**src/design/stochastic_oscillator_histogram_unit_assert.svh**
```systemverilog
// Assertion macros for the stochastic oscillator histogram unit.
// Each macro takes a label, an antecedent, a consequent and a message.
// The clock is clk and the reset is rst in every module that uses them.
`ifndef STOCHASTIC_OSCILLATOR_HISTOGRAM_UNIT_ASSERT_SVH
`define STOCHASTIC_OSCILLATOR_HISTOGRAM_UNIT_ASSERT_SVH
`ifndef SYNTHESIS
`define SOHU_ASSERT_SAME(lbl, ante, cons, msg) \
  lbl: assert property (@(posedge clk) disable iff (rst) (ante) |-> (cons)) else $error(msg);
`define SOHU_ASSERT_NEXT(lbl, ante, cons, msg) \
  lbl: assert property (@(posedge clk) disable iff (rst) (ante) |=> (cons)) else $error(msg);
`else
`define SOHU_ASSERT_SAME(lbl, ante, cons, msg)
`define SOHU_ASSERT_NEXT(lbl, ante, cons, msg)
`endif
`endif

```
**src/design/sho_div.sv**
```systemverilog
`default_nettype none
module sho_div #(
  parameter int NW = 47,
  parameter int DW = 32,
  parameter int QW = 15
) (
  input  wire logic             clk,
  input  wire logic             rst,
  input  wire logic             start,
  input  wire logic [NW-1:0]    num,
  input  wire logic [DW-1:0]    den,
  output logic                  done,
  output logic      [QW-1:0]    quo
);

  localparam int RW   = (NW > DW + QW) ? NW : DW + QW;
  localparam int CNTW = $clog2(QW + 1);

  logic [RW-1:0]   rem;
  logic [RW-1:0]   dsh;
  logic [CNTW-1:0] cnt;
  logic            busy;

  // Restoring division, one quotient bit per cycle. The quotient must fit
  // in QW bits.
  always_ff @(posedge clk) begin
    if (rst) begin
      busy <= 1'b0;
      done <= 1'b0;
      cnt  <= '0;
    end else begin
      done <= 1'b0;
      if (start) begin
        busy <= 1'b1;
        cnt  <= CNTW'(QW);
        rem  <= RW'(num);
        dsh  <= RW'(den) << (QW - 1);
        quo  <= '0;
      end else if (busy) begin
        if (rem >= dsh) begin
          rem <= rem - dsh;
          quo <= {quo[QW-2:0], 1'b1};
        end else begin
          quo <= {quo[QW-2:0], 1'b0};
        end
        dsh <= dsh >> 1;
        cnt <= cnt - CNTW'(1);
        if (cnt == CNTW'(1)) begin
          busy <= 1'b0;
          done <= 1'b1;
        end
      end
    end
  end

endmodule
`default_nettype wire

```
**config.mk**
```make
export PLATFORM = sky130hd
export DESIGN_NAME = sho_div
export DESIGN_NICKNAME = d
export VERILOG_FILES = /design/src/design/stochastic_oscillator_histogram_unit_assert.svh /design/src/design/sho_div.sv
export SDC_FILE = /design/constraint.sdc
export NUM_CORES = 1
export LEC_CHECK = 0
export BUFFER_PORTS_ARGS = -buffer_cell sky130_fd_sc_hd__buf_4
export CAP_MARGIN = 5
export CORE_MARGIN = 4
export CORE_UTILIZATION = 50
export CTS_CLUSTER_SIZE = 12
export DETAILED_ROUTE_END_ITERATION = 8
export PLACE_DENSITY = 0.76
export SYNTH_ARGS = -nofsm -noshare
export SYNTH_HDL_FRONTEND = slang
export SYNTH_SLANG_ARGS = --single-unit
```
**constraint.sdc**
```tcl
create_clock -name clk -period 6.6 [get_ports clk]
set_input_delay 0 -clock clk [delete_from_list [all_inputs] [get_ports clk]]
set_output_delay 0 -clock clk [all_outputs]
set_load 0.005 [all_outputs]
```
After elaboration in Yosys (flattened, before gate mapping)
Cells that the tools add are included.
{ "totals": {"output_inout_bits": 16, "mem_bits_ro": 0, "ramBits": 0, "elab_cells": 31, "register_bits": 114, "latchBits": 0, "input_bits": 82, "n_memories": 0} }
{ "op_classes": {"n_div": 0, "add_sub_neg": 2, "n_lt_le_gt_ge": 1, "reduce_logical": 5, "shift": 0, "n_eq_ne": 1, "mul": 0, "mux": 13, "bitwise_logic": 2} }
{ "op_table": {"columns": ["op", "count"], "rows": [
  ["$mux W47", 3],
  ["$mux W46", 2],
  ["$ge A47 B46 Y1", 1],
  ["$sub A47 B46 Y47", 1],
  ["$mux W15", 1],
  ["$mux W4", 2],
  ["$mux W1", 5],
  ["$eq A4 B1 Y1 const B", 1],
  ["$reduce_bool A2 Y1", 2],
  ["$sub A4 B1 Y4 const B", 1],
  ["$reduce_and A3 Y1", 1],
  ["$reduce_or A3 Y1", 1],
  ["$not A1 Y1", 2],
  ["$reduce_and A2 Y1", 1]
]} }

Depth between registers and ports, before layout
Gate-level depths: netlist of the first run.
{ "depth": {"word_depth": 4, "depth_mapped": 12, "depth_no_buf": 12} }

Least setup slack after synthesis of the first run
Ideal clock, no wire load.
{ "synth_path": {"path_kind": "input to register", "from": "input port start", "to": "register rem[0], enable pin", "arrival_ps": 5604, "setup_time_ps": 464, "stages": 5, "path_buffers": 2, "path_slack_ps": 532, "cell_sequence": "clkbuf_1 > buf_2 > nor2_1 > nor2_1 > a21boi_1"} }
{ "synth_via": {"elab_chain_len": 2, "word_cells_on_any_way": 3} }
{ "synth_rtl": {"columns": ["element", "line", "text"], "rows": [
  ["from (decl)", "sho_div.sv:9", "input wire logic start,"],
  ["$reduce_bool A2 Y1 (no line)", null, null],
  ["$reduce_and A3 Y1 (no line) *", null, null],
  ["to (signal assigned)", "sho_div.sv:36", "rem <= RW'(num);"],
  ["to (signal assigned)", "sho_div.sv:41", "rem <= rem - dsh;"],
  ["to (decl)", "sho_div.sv:19", "logic [RW-1:0] rem;"]
]} }
Every way passes the cells marked *; elsewhere a longest branch is shown, timed or not.
A chain may end at the register's enable or synchronous reset.

Worst setup path in the final report of the first run
{ "layout_path": {"from": "register rem[21]", "to": "register rem[9], enable pin"} }
{ "layout_via": {"elab_chain_len": 3} }
{ "layout_rtl": {"columns": ["element", "line", "text"], "rows": [
  ["$ge A47 B46 Y1", "sho_div.sv:40", "if (rem >= dsh) begin"],
  ["$reduce_bool A2 Y1 (no line)", null, null],
  ["$reduce_and A3 Y1 (no line)", null, null]
]} }
No other way between the ends.

==> results.py, run 1 <==
metrics = {
    "worst_hold_path": {
        "hp-class": "in -> reg",
    },
    "floorplan": {
        "dieArea_mm2": 0.0170,
        "die_y_um": 130,
        "placementRows": 44,
        "floorplan.initialDensity_pct": 51.2,
        "pin_count": 98,
        "die_w_um": 130,
        "core_area_mm2": 0.0146,
    },
    "final_layout": {
        "fin_cells": 1162,
        "diodes": 0,
        "regArea_mm2": 0.00336,
        "final_nets": 1096,
        "flow.area_growth_from_synthesis_pct": 31.0,
        "drive_gt1_share_pct": 16.6,
        "multi_input_area_mm2": 0.00375,
        "fillCellCount": 1132,
    },
    "sta": {
        "max_slew.worst_pin.slew_ns": 0.830,
        "rsz0062_at_grt": "false",
        "period_minus_slack_ns": 3.81,
        "fin_skew_ns": 0.00760,
        "setup-violations-final": 0,
        "fmax_mhz": 262,
        "hold_viol": 0,
        "slew_headroom_pct": 44.6,
        "drv_slew": 0,
        "finalSetupTns_ns": 0,
        "fin_crit_sh_pct": 57.8,
    },
    "route": {
        "drt_iter0_drc": 457,
        "wire_per_inst_um": 15.6,
        "drcViolationCount": 0,
        "firstDrtPassIters": 5,
        "vias_per_cell": 5.46,
        "ant_nets": 0,
        "routed_wl_um": 18200,
        "vias": 6344,
    },
    "worst_setup_path": {
        "cp_max_fo": 30,
        "cp-end-kind": "flip-flop",
        "start_kind": "flip-flop",
        "required_ns": 6.67,
        "path_class": "reg -> reg",
        "cp.arrival_ns": 3.88,
    },
    "clocking": {
        "path_clk_slew_ns": 0.05,
        "cts_buffers": 17,
        "cts-root-buf": "clkbuf_16",
        "h-tree-depth": 4,
        "clock_latency_ns": 0.42,
        "cts_tree": "yes",
        "cts_resized": 0,
        "clock_sinks": 114,
        "clockBufferDepth": 2,
    },
    "grt": {
        "grt_start_max_net_pins": 72,
        "grt_pass1_wl_um": 29600,
        "antenna_found_initial": 0,
        "overflow": 0,
        "first_global_vias": 6174,
        "grt_use_total_pct": 22.2,
    },
    "yosys": {
        "synth_warnings": 0,
        "yosysSeqAreaShare_pct": 45.0,
        "ys_ff_latch": 114,
        "syn-num-nets": 932,
        "ys_types": 70,
        "ys.flop_type": "edfxtp_1",
        "syn_avg_cell_area_um2": 9.33,
        "synthCells": 801,
        "syn-cell-area_mm2": 0.00748,
        "synth_edf_count": 108,
        "synthArstFlopShare_pct": 0,
    },
    "placement": {
        "io_buffers": 97,
        "post-place-cells": 1053,
        "place.gp.congestion": 0.909,
        "dp_hpwl_um": 11900,
    },
    "power": {
        "peakVddDrop_v": 0.000308,
        "pwr_density_cell_mw_per_mm2": 268,
        "p_leak_nw": 4.12,
    },
    "status": {
        "outcome": "finished, final reports clean",
    },
    "job": {
        "max-cap-violations": 0,
    },
}
==> per-stage QoR <==
| stage | power [W] | hold WS (ns) | setup slack (ns) | utilization [%] | area (um2) |
|---|---|---|---|---|---|
| 2_1_floorplan | 0.00138 | 0.0691 | 0.532 | - | 7480 |
| 3_3_place_gp | 0.00153 | 0.233 | 2.92 | 57.2 | 8350 |
| 3_5_place_dp | 0.00154 | 0.234 | 2.82 | 57.2 | 8350 |
| 4_1_cts | 0.00263 | 0.0588 | 2.80 | 67.1 | 9790 |
| 5_1_grt | 0.00275 | 0.0748 | 2.53 | 67.1 | 9790 |
| 6_report | 0.00262 | 0.0735 | 2.79 | 67.1 | 9790 |
==> layer usage <==
layer	up-vias	wire length [um]	track usage, %
met4	0	250	7.03
met3	19	793	4.42
met2	150	8640	36.5
li1	3208	-	-
met5	-	0	0
met1	2967	8480	29.7
==> worst max-delay path: stages (launching register included) <==
cell and delay [ns]:
edfxtp_1 0.38, ha_1 0.40, nand2_2 0.15, o221ai_1 0.22
a31oi_1 0.14, nor4_1 0.31, a32oi_1 0.22, a21oi_2 0.24
nand4b_1 0.11, and3_1 0.23, a21boi_4 0.55, buf_4 0.51
==> cell usage in the layout, fill, tap and decap left out, types with 3 or more instances in the layout <==
master         count
and2_1             3
bufinv_16          6
nor4_1             7
dfxtp_1            6
nor2_1            49
xnor2_1           18
clkbuf_16         17
nand4_1            7
o21ai_1           11
o211ai_1           3
o21ai_2            3
buf_4            101
o21ai_0           85
o21bai_1           6
o31ai_1            3
nand2b_1           6
a211oi_1           7
a21o_1            22
nor3_1             8
clkbuf_1           3
inv_1             65
edfxtp_1         108
and3_1             8
nand2_2            3
a31oi_1            3
nand2_1          116
xor2_1            23
ha_1              48
dlygate4sd3_1     77
a21oi_2            5
a211oi_2           5
nor2b_1           16
nand3_1           18
a21oi_1           59
==> sequential cells by signal (all words and copies together), names as in the netlist <==
register  count
rem          47
dsh          46
quo          15
cnt           4
busy          1
done          1
==> where the power goes <==
part           internal [W]  switching, W
Clock              0.000726      0.000322
Combinational      0.000287      0.000388
Sequential         0.000877     0.0000219
Total               0.00189      0.000732
==> cells in the mapped netlist, drive strengths merged, types with 9 or more instances <==
cell type	count	area, um2
nand2	119	454
edfxtp	108	3240
o21ai	99	507
a21oi	66	372
inv	66	248
nor2	50	188
ha	48	601
a21o	23	180
xor2	23	201
clkbuf	22	82.6
nand3	18	90.1
xnor2	18	158
nor2b	16	100
a211oi	12	115
buf	11	50.0
nor3	9	50.1
==> worst paths after layout <==
| check | depth (start not counted) | endpoint | slack [ns] | startpoint |
|---|---|---|---|---|
| max reg2reg | 11 | rem[9] | 2.79 | rem[21] |
| max | 11 | rem[9] | 2.79 | rem[21] |
| min reg2reg | 3 | done | 0.57 | cnt[3] |
| min | 3 | rem[32] | 0.07 | num[32] |
==> cell type report <==
| class | instances | area share (%) |
|---|---|---|
| Multi-Input combinational cell | 588 | 38.3 |
| Clock inverter | 10 | 2.10 |
| Inverter | 66 | 2.53 |
| Timing Repair Buffer | 178 | 15.6 |
| Sequential cell | 114 | 34.4 |
| Tap cell | 184 | 2.35 |
| Clock buffer | 22 | 4.74 |
==> kinds of logic after synthesis <==
logic type	count (synthesis)	share of synthesized area (%)
fa+ha+maj	49	8.30
compound gates	241	20.5
flops	114	45.0
buf+inv	99	5.09
xor+xnor	41	4.80
mux	3	0.435
simple gates	254	15.8
==> what timing repair did <==
item / 4_1_cts / 5_1_grt
hold buffers: 77 / 0
endpoints found under the hold margin: 81 / 0
buffers inserted: 0 / 0
setup endpoints to repair: 0 / 0
(Power assumes the default switching activity.)
==> run 2, diff against run 1 <==
--- a/config.mk
+++ b/config.mk
@@ -5,13 +5,14 @@
 export SDC_FILE = /design/constraint.sdc
 export NUM_CORES = 1
 export LEC_CHECK = 0
+export ABC_AREA = 1
 export BUFFER_PORTS_ARGS = -buffer_cell sky130_fd_sc_hd__buf_4
 export CAP_MARGIN = 5
 export CORE_MARGIN = 4
 export CORE_UTILIZATION = 50
 export CTS_CLUSTER_SIZE = 12
 export DETAILED_ROUTE_END_ITERATION = 8
-export PLACE_DENSITY = 0.76
+export PLACE_DENSITY = 0.77
 export SYNTH_ARGS = -nofsm -noshare
 export SYNTH_HDL_FRONTEND = slang
 export SYNTH_SLANG_ARGS = --single-unit
==> constraint.sdc (replaced) <==
create_clock -name clk -period 3.1 [get_ports clk]
set_input_delay 0 -clock clk [delete_from_list [all_inputs] [get_ports clk]]
set_output_delay 0 -clock clk [all_outputs]
set_load 0.005 [all_outputs]
==> results.py, run 2 <==
metrics = {
    "worst_setup_path": {
        "cp.arrival_ns": 2.79,
        "start_kind": "flip-flop",
        "path_class": "reg -> reg",
        "ff2ff_path_depth": 16,
        "cp-end-kind": "flip-flop",
        "endpoint": "rem[5]",
        "r2r_end": "rem[5]",
        "cp_max_fo": 27,
        "r2r-start": "rem[2]",
        "required_ns": 3.18,
        "crit_path_start": "rem[2]",
        "r2r_setup_slack_ns": 0.39,
    },
    "clocking": {
        "h-tree-depth": 4,
        "cts_tree": "yes",
        "path_clk_slew_ns": 0.07,
        "clockBufferDepth": 2,
        "cts_buffers": 17,
        "post-cts-setup-buffers": 0,
        "hold_buffers": 81,
        "clock_latency_ns": 0.43,
        "cts-root-buf": "clkbuf_16",
        "cts_resized": 0,
        "clock_sinks": 114,
    },
    "yosys": {
        "yosysSeqAreaShare_pct": 38.1,
        "ys_ff_latch": 114,
        "syn-cell-area_mm2": 0.00882,
        "yosysMostFrequentCell": "nand2_1",
        "ys_types": 36,
        "synth.top_cell.area_share_pct": 36.8,
        "netlist_top_cells_area": "edfxtp_1 (37%), nand2_1 (21%), inv_1 (12%)",
        "syn-num-nets": 1445,
        "synthArstFlopShare_pct": 0,
        "yosys.area.top_type": "edfxtp_1",
        "synth_warnings": 0,
        "synthCells": 1314,
        "yosys-top-cells-count": "nand2_1 (501), inv_1 (285), edfxtp_1 (108), nor2_1 (105), nand3_1 (63)",
        "synth_edf_count": 108,
        "ys.flop_type": "edfxtp_1",
        "syn_avg_cell_area_um2": 6.71,
    },
    "sta": {
        "max_slew.worst_pin.slew_ns": 0.876,
        "fmax_mhz": 369,
        "drv_slew": 0,
        "setup-violations-final": 0,
        "hold_viol": 0,
        "finalSetupTns_ns": 0,
        "slew_headroom_pct": 41.6,
        "fin_crit_sh_pct": 87.4,
        "period_minus_slack_ns": 2.71,
        "fin_skew_ns": 0.00906,
        "rsz0062_at_grt": "false",
    },
    "grt": {
        "overflow": 0,
        "antenna_found_initial": 1,
        "first_global_vias": 7949,
        "grt_use_total_pct": 25.1,
        "grt_pass1_wl_um": 39700,
        "grt_start_max_net_pins": 160,
    },
    "floorplan": {
        "die_w_um": 141,
        "pin_count": 98,
        "dieArea_mm2": 0.0198,
        "die_y_um": 141,
        "placementRows": 48,
        "floorplan.initialDensity_pct": 51.0,
        "core_area_mm2": 0.0173,
    },
    "power": {
        "peakVddDrop_v": 0.000371,
        "p_leak_nw": 5.83,
        "pwr_density_cell_mw_per_mm2": 487,
    },
    "route": {
        "vias_per_cell": 4.82,
        "drt_iter0_drc": 586,
        "firstDrtPassIters": 5,
        "routed.top_layer": "met5",
        "routed_wl_um": 24500,
        "vias": 8357,
        "route.met2.wl_um": 11300,
        "wl_met3_um": 1290,
        "ant_nets": 0,
        "wirelength_met1_um": 11500,
        "wire_per_inst_um": 14.2,
        "drcViolationCount": 0,
    },
    "final_layout": {
        "diodes": 0,
        "flow.area_growth_from_synthesis_pct": 26.9,
        "regMostFlops": "rem",
        "drive_gt1_share_pct": 11.8,
        "final_nets": 1626,
        "largest_reg_flops": 47,
        "reg.largest.list": "rem: 47 flops, dsh: 46 flops, quo: 15 flops",
        "layout_common_cells": "nand2_1 (501), inv_1 (284), edfxtp_1 (108), nor2_1 (104), buf_4 (101)",
        "fin_cells": 1733,
        "mostFrequentLayoutCell": "nand2_1",
    },
    "placement": {
        "dp_hpwl_um": 18200,
        "post-place-cells": 1620,
        "io_buffers": 97,
        "place.gp.congestion": 0.964,
    },
    "worst_hold_path": {
        "hp-class": "in -> reg",
    },
    "job": {
        "max-cap-violations": 0,
    },
    "status": {
        "outcome": "finished, final reports clean",
    },
}
-- run 2: cell type report --
type | instances | area [um2]
tap | 225 | 282
timing repair buffer | 183 | 1590
clock buffer | 17 | 425
sequential | 114 | 3360
inverter | 287 | 1080
fill | 1560 | 6100
multi-input combinational | 892 | 4290
clock inverter | 15 | 163
-- run 2: cell families after synthesis --
group / Yosys count / synth area share (%)
simple gates: 733 / 34.5
buf+inv: 308 / 13.3
flops: 114 / 38.1
compound gates: 96 / 5.63
fa+ha+maj: 49 / 7.04
xor+xnor: 14 / 1.39
-- run 2: how the worst min path moves through the flow --
stage	startpoint	cells past startpoint	slack (ns)	endpoint
floorplan	rst	1	0.07	cnt[1]
finish	start	3	0.25	dsh[28]
detailed placement	rst	2	0.22	cnt[1]
global placement	rst	2	0.21	cnt[1]
global route	start	3	0.33	dsh[12]
CTS	start	3	0.28	quo[7]
-- run 2: metrics by stage --
step	utilization [%]	area (um2)	total power [W]	hold WS (ns)	worst slack, ns
after floorplan	-	8830	0.00296	0.0691	0.188
after global placement	56.6	9790	0.00338	0.209	0.449
after detailed placement	56.6	9790	0.00340	0.222	0.419
after CTS	64.7	11200	0.00546	0.281	0.410
after global routing	64.7	11200	0.00577	0.331	0.154
final	64.7	11200	0.00545	0.251	0.389
-- run 2: worst max-delay path: stages, from the launching register on --
cell and delay [ns]:
edfxtp_1 0.38, ha_1 0.41, nand2_1 0.08, nand2_1 0.09, inv_1 0.05, nand2_2 0.10
nand2_1 0.08, nand2_2 0.12, nand2_2 0.06, nand2_2 0.10, nand2_2 0.10, nand2_1 0.14
nand2_1 0.08, nand3_1 0.07, nand2_1 0.05, clkinv_1 0.06, buf_4 0.37
-- run 2: layer usage --
metal  vias to the layer above  global-route usage [%]
li1                       4393                       -
met1                      3723                    34.5
met2                       207                    41.2
met3                        32                    4.75
met4                         2                    6.32
met5                         -                       0
-- run 2: where the power goes --
part	leakage (nW)	total [W]	switching, W	internal [W]
logic	4.46	0.00159	0.000993	0.000594
clock network	0.283	0.00197	0.000831	0.00114
registers	1.09	0.00189	0.0000370	0.00185
total	5.83	0.00545	0.00186	0.00358
==> run 3, diff against run 2 <==
--- a/config.mk
+++ b/config.mk
@@ -12,7 +12,7 @@
 export CORE_UTILIZATION = 50
 export CTS_CLUSTER_SIZE = 12
 export DETAILED_ROUTE_END_ITERATION = 8
-export PLACE_DENSITY = 0.77
+export PLACE_DENSITY = 0.82
 export SYNTH_ARGS = -nofsm -noshare
 export SYNTH_HDL_FRONTEND = slang
 export SYNTH_SLANG_ARGS = --single-unit
==> results.py, run 3 (synthesized netlist as in run 2, its figures left out) <==
metrics = {
    "final_layout": {
        "largest_reg_flops": 47,
        "final_cell_area_mm2": 0.0112,
        "final_nets": 1627,
        "flow.area_growth_from_synthesis_pct": 26.6,
        "fin_cells": 1734,
        "layout_common_cells": "nand2_1 (501), inv_1 (284), edfxtp_1 (108), nor2_1 (104), buf_4 (103)",
        "mostFrequentLayoutCell": "nand2_1",
        "regMostFlops": "rem",
        "drive_gt1_share_pct": 11.8,
        "diodes": 0,
        "reg.largest.list": "rem: 47 flops, dsh: 46 flops, quo: 15 flops",
        "fin_util_pct": 64.6,
    },
    "worst_hold_path": {
        "hp-start": "start",
        "min_to": "cnt[3]",
        "holdPathStages": 4,
        "hp-class": "in -> reg",
    },
    "grt": {
        "grt_start_max_net_pins": 88,
        "antenna_found_initial": 0,
        "grt_use_total_pct": 25.8,
        "overflow": 0,
        "grt_pass1_wl_um": 40700,
        "first_global_vias": 8287,
    },
    "route": {
        "firstDrtPassIters": 5,
        "drt_iter0_drc": 629,
        "ant_nets": 0,
        "wire_per_inst_um": 14.5,
        "routed_wl_um": 25200,
        "vias_per_cell": 4.89,
        "vias": 8481,
        "drcViolationCount": 0,
    },
    "power": {
        "p_seq_share_pct": 34.8,
        "p_leak_nw": 5.83,
        "pwr-share-clk_pct": 35.8,
        "power_w": 0.00543,
        "peakVddDrop_v": 0.000406,
        "power.switching_w": 0.00186,
        "p_int_w": 0.00357,
        "p_comb_share_pct": 29.4,
        "pwr_density_cell_mw_per_mm2": 486,
        "swShare_pct": 34.2,
    },
    "floorplan": {
        "dieArea_mm2": 0.0198,
        "floorplan.initialDensity_pct": 51.0,
        "pin_count": 98,
        "die_y_um": 141,
        "die_w_um": 141,
        "core_area_mm2": 0.0173,
        "placementRows": 48,
    },
    "sta": {
        "slew_headroom_pct": 43.0,
        "max_slew.worst_pin.slew_ns": 0.855,
        "period_minus_slack_ns": 2.76,
        "rsz0062_at_grt": "false",
        "fin_skew_ns": 0.00949,
        "hold_viol": 0,
        "finalSetupTns_ns": 0,
        "drv_slew": 0,
        "setup-violations-final": 0,
        "fin_crit_sh_pct": 89.1,
        "fmax_mhz": 362,
    },
    "clocking": {
        "clockBufferDepth": 2,
        "clock_latency_ns": 0.43,
        "cts_buffers": 17,
        "cts_resized": 0,
        "path_clk_slew_ns": 0.06,
        "cts_tree": "yes",
        "clock_sinks": 114,
        "post-cts-setup-buffers": 0,
        "hold_buffers": 81,
        "cts-root-buf": "clkbuf_16",
        "h-tree-depth": 4,
    },
    "status": {
        "outcome": "finished, final reports clean",
    },
    "worst_setup_path": {
        "r2r_setup_slack_ns": 0.34,
        "ff2ff_path_depth": 15,
        "path_class": "reg -> reg",
        "required_ns": 3.17,
        "cp-end-kind": "flip-flop",
        "cp_max_fo": 29,
        "start_kind": "flip-flop",
        "r2r-start": "dsh[3]",
        "r2r_end": "rem[30]",
        "cp.arrival_ns": 2.83,
    },
    "placement": {
        "dp_hpwl_um": 18300,
        "io_buffers": 97,
        "place.gp.congestion": 0.980,
        "post-place-cells": 1621,
        "place_area_mm2": 0.00979,
    },
    "job": {
        "max-cap-violations": 0,
    },
}
[run 3: area by class of cell]
| type | count | area (um2) |
|---|---|---|
| clock inverters | 15 | 146 |
| fillers | 1507 | 6130 |
| flip-flops and latches | 114 | 3360 |
| clock buffers | 17 | 425 |
| well taps | 225 | 282 |
| multi-input cells | 892 | 4290 |
| inverters | 287 | 1080 |
| repair buffers | 184 | 1580 |
[run 3: worst max-delay path by stage]
| stage | to | from |
|---|---|---|
| 2_1_floorplan | rem[0] | start |
| 3_3_place_gp | rem[29] | dsh[3] |
| 3_5_place_dp | rem[8] | dsh[3] |
| 4_1_cts | rem[19] | dsh[3] |
| 5_1_grt | rem[24] | dsh[3] |
| 6_report | rem[30] | dsh[3] |
[run 3: per-stage QoR]
step / setup slack [ns] / hold WS, ns
after floorplan: 0.188 / 0.0691
after global placement: 0.399 / 0.212
after detailed placement: 0.374 / 0.211
after CTS: 0.358 / 0.275
after global routing: 0.146 / 0.328
final: 0.336 / 0.306
[run 3: critical path, cell delays in order, from the launching register on]
cell      delay (ns)
edfxtp_1        0.33
inv_1           0.07
ha_1            0.40
nand2_1         0.15
nor2_2          0.18
nand2_1         0.08
nand2_2         0.12
nand2_2         0.06
nand2_2         0.10
nand2_2         0.09
nand2_1         0.12
nand2_1         0.09
nand3_1         0.08
nand2_1         0.05
clkinv_1        0.06
buf_4           0.40
[run 3: power groups by stage]
stage | logic [W] | clock network (W) | registers [W]
6_report | 0.00159 | 0.00194 | 0.00189
5_1_grt | 0.00179 | 0.00203 | 0.00190
4_1_cts | 0.00158 | 0.00195 | 0.00189
3_5_place_dp | 0.00148 | 0 | 0.00192
3_3_place_gp | 0.00146 | 0 | 0.00192
2_1_floorplan | 0.00105 | 0 | 0.00192
[run 3: metal layers]
layer  track usage [%]  vias up  part of all wire, %  wire length (um)
li1                  -     4404                    -                 -
met1              34.5     3793                   46             11500
met2              43.4      243                   47             11900
met3              4.17       41                  5.1              1300
met4              7.34        0                  1.9               484
met5                 0        -                    0                 0
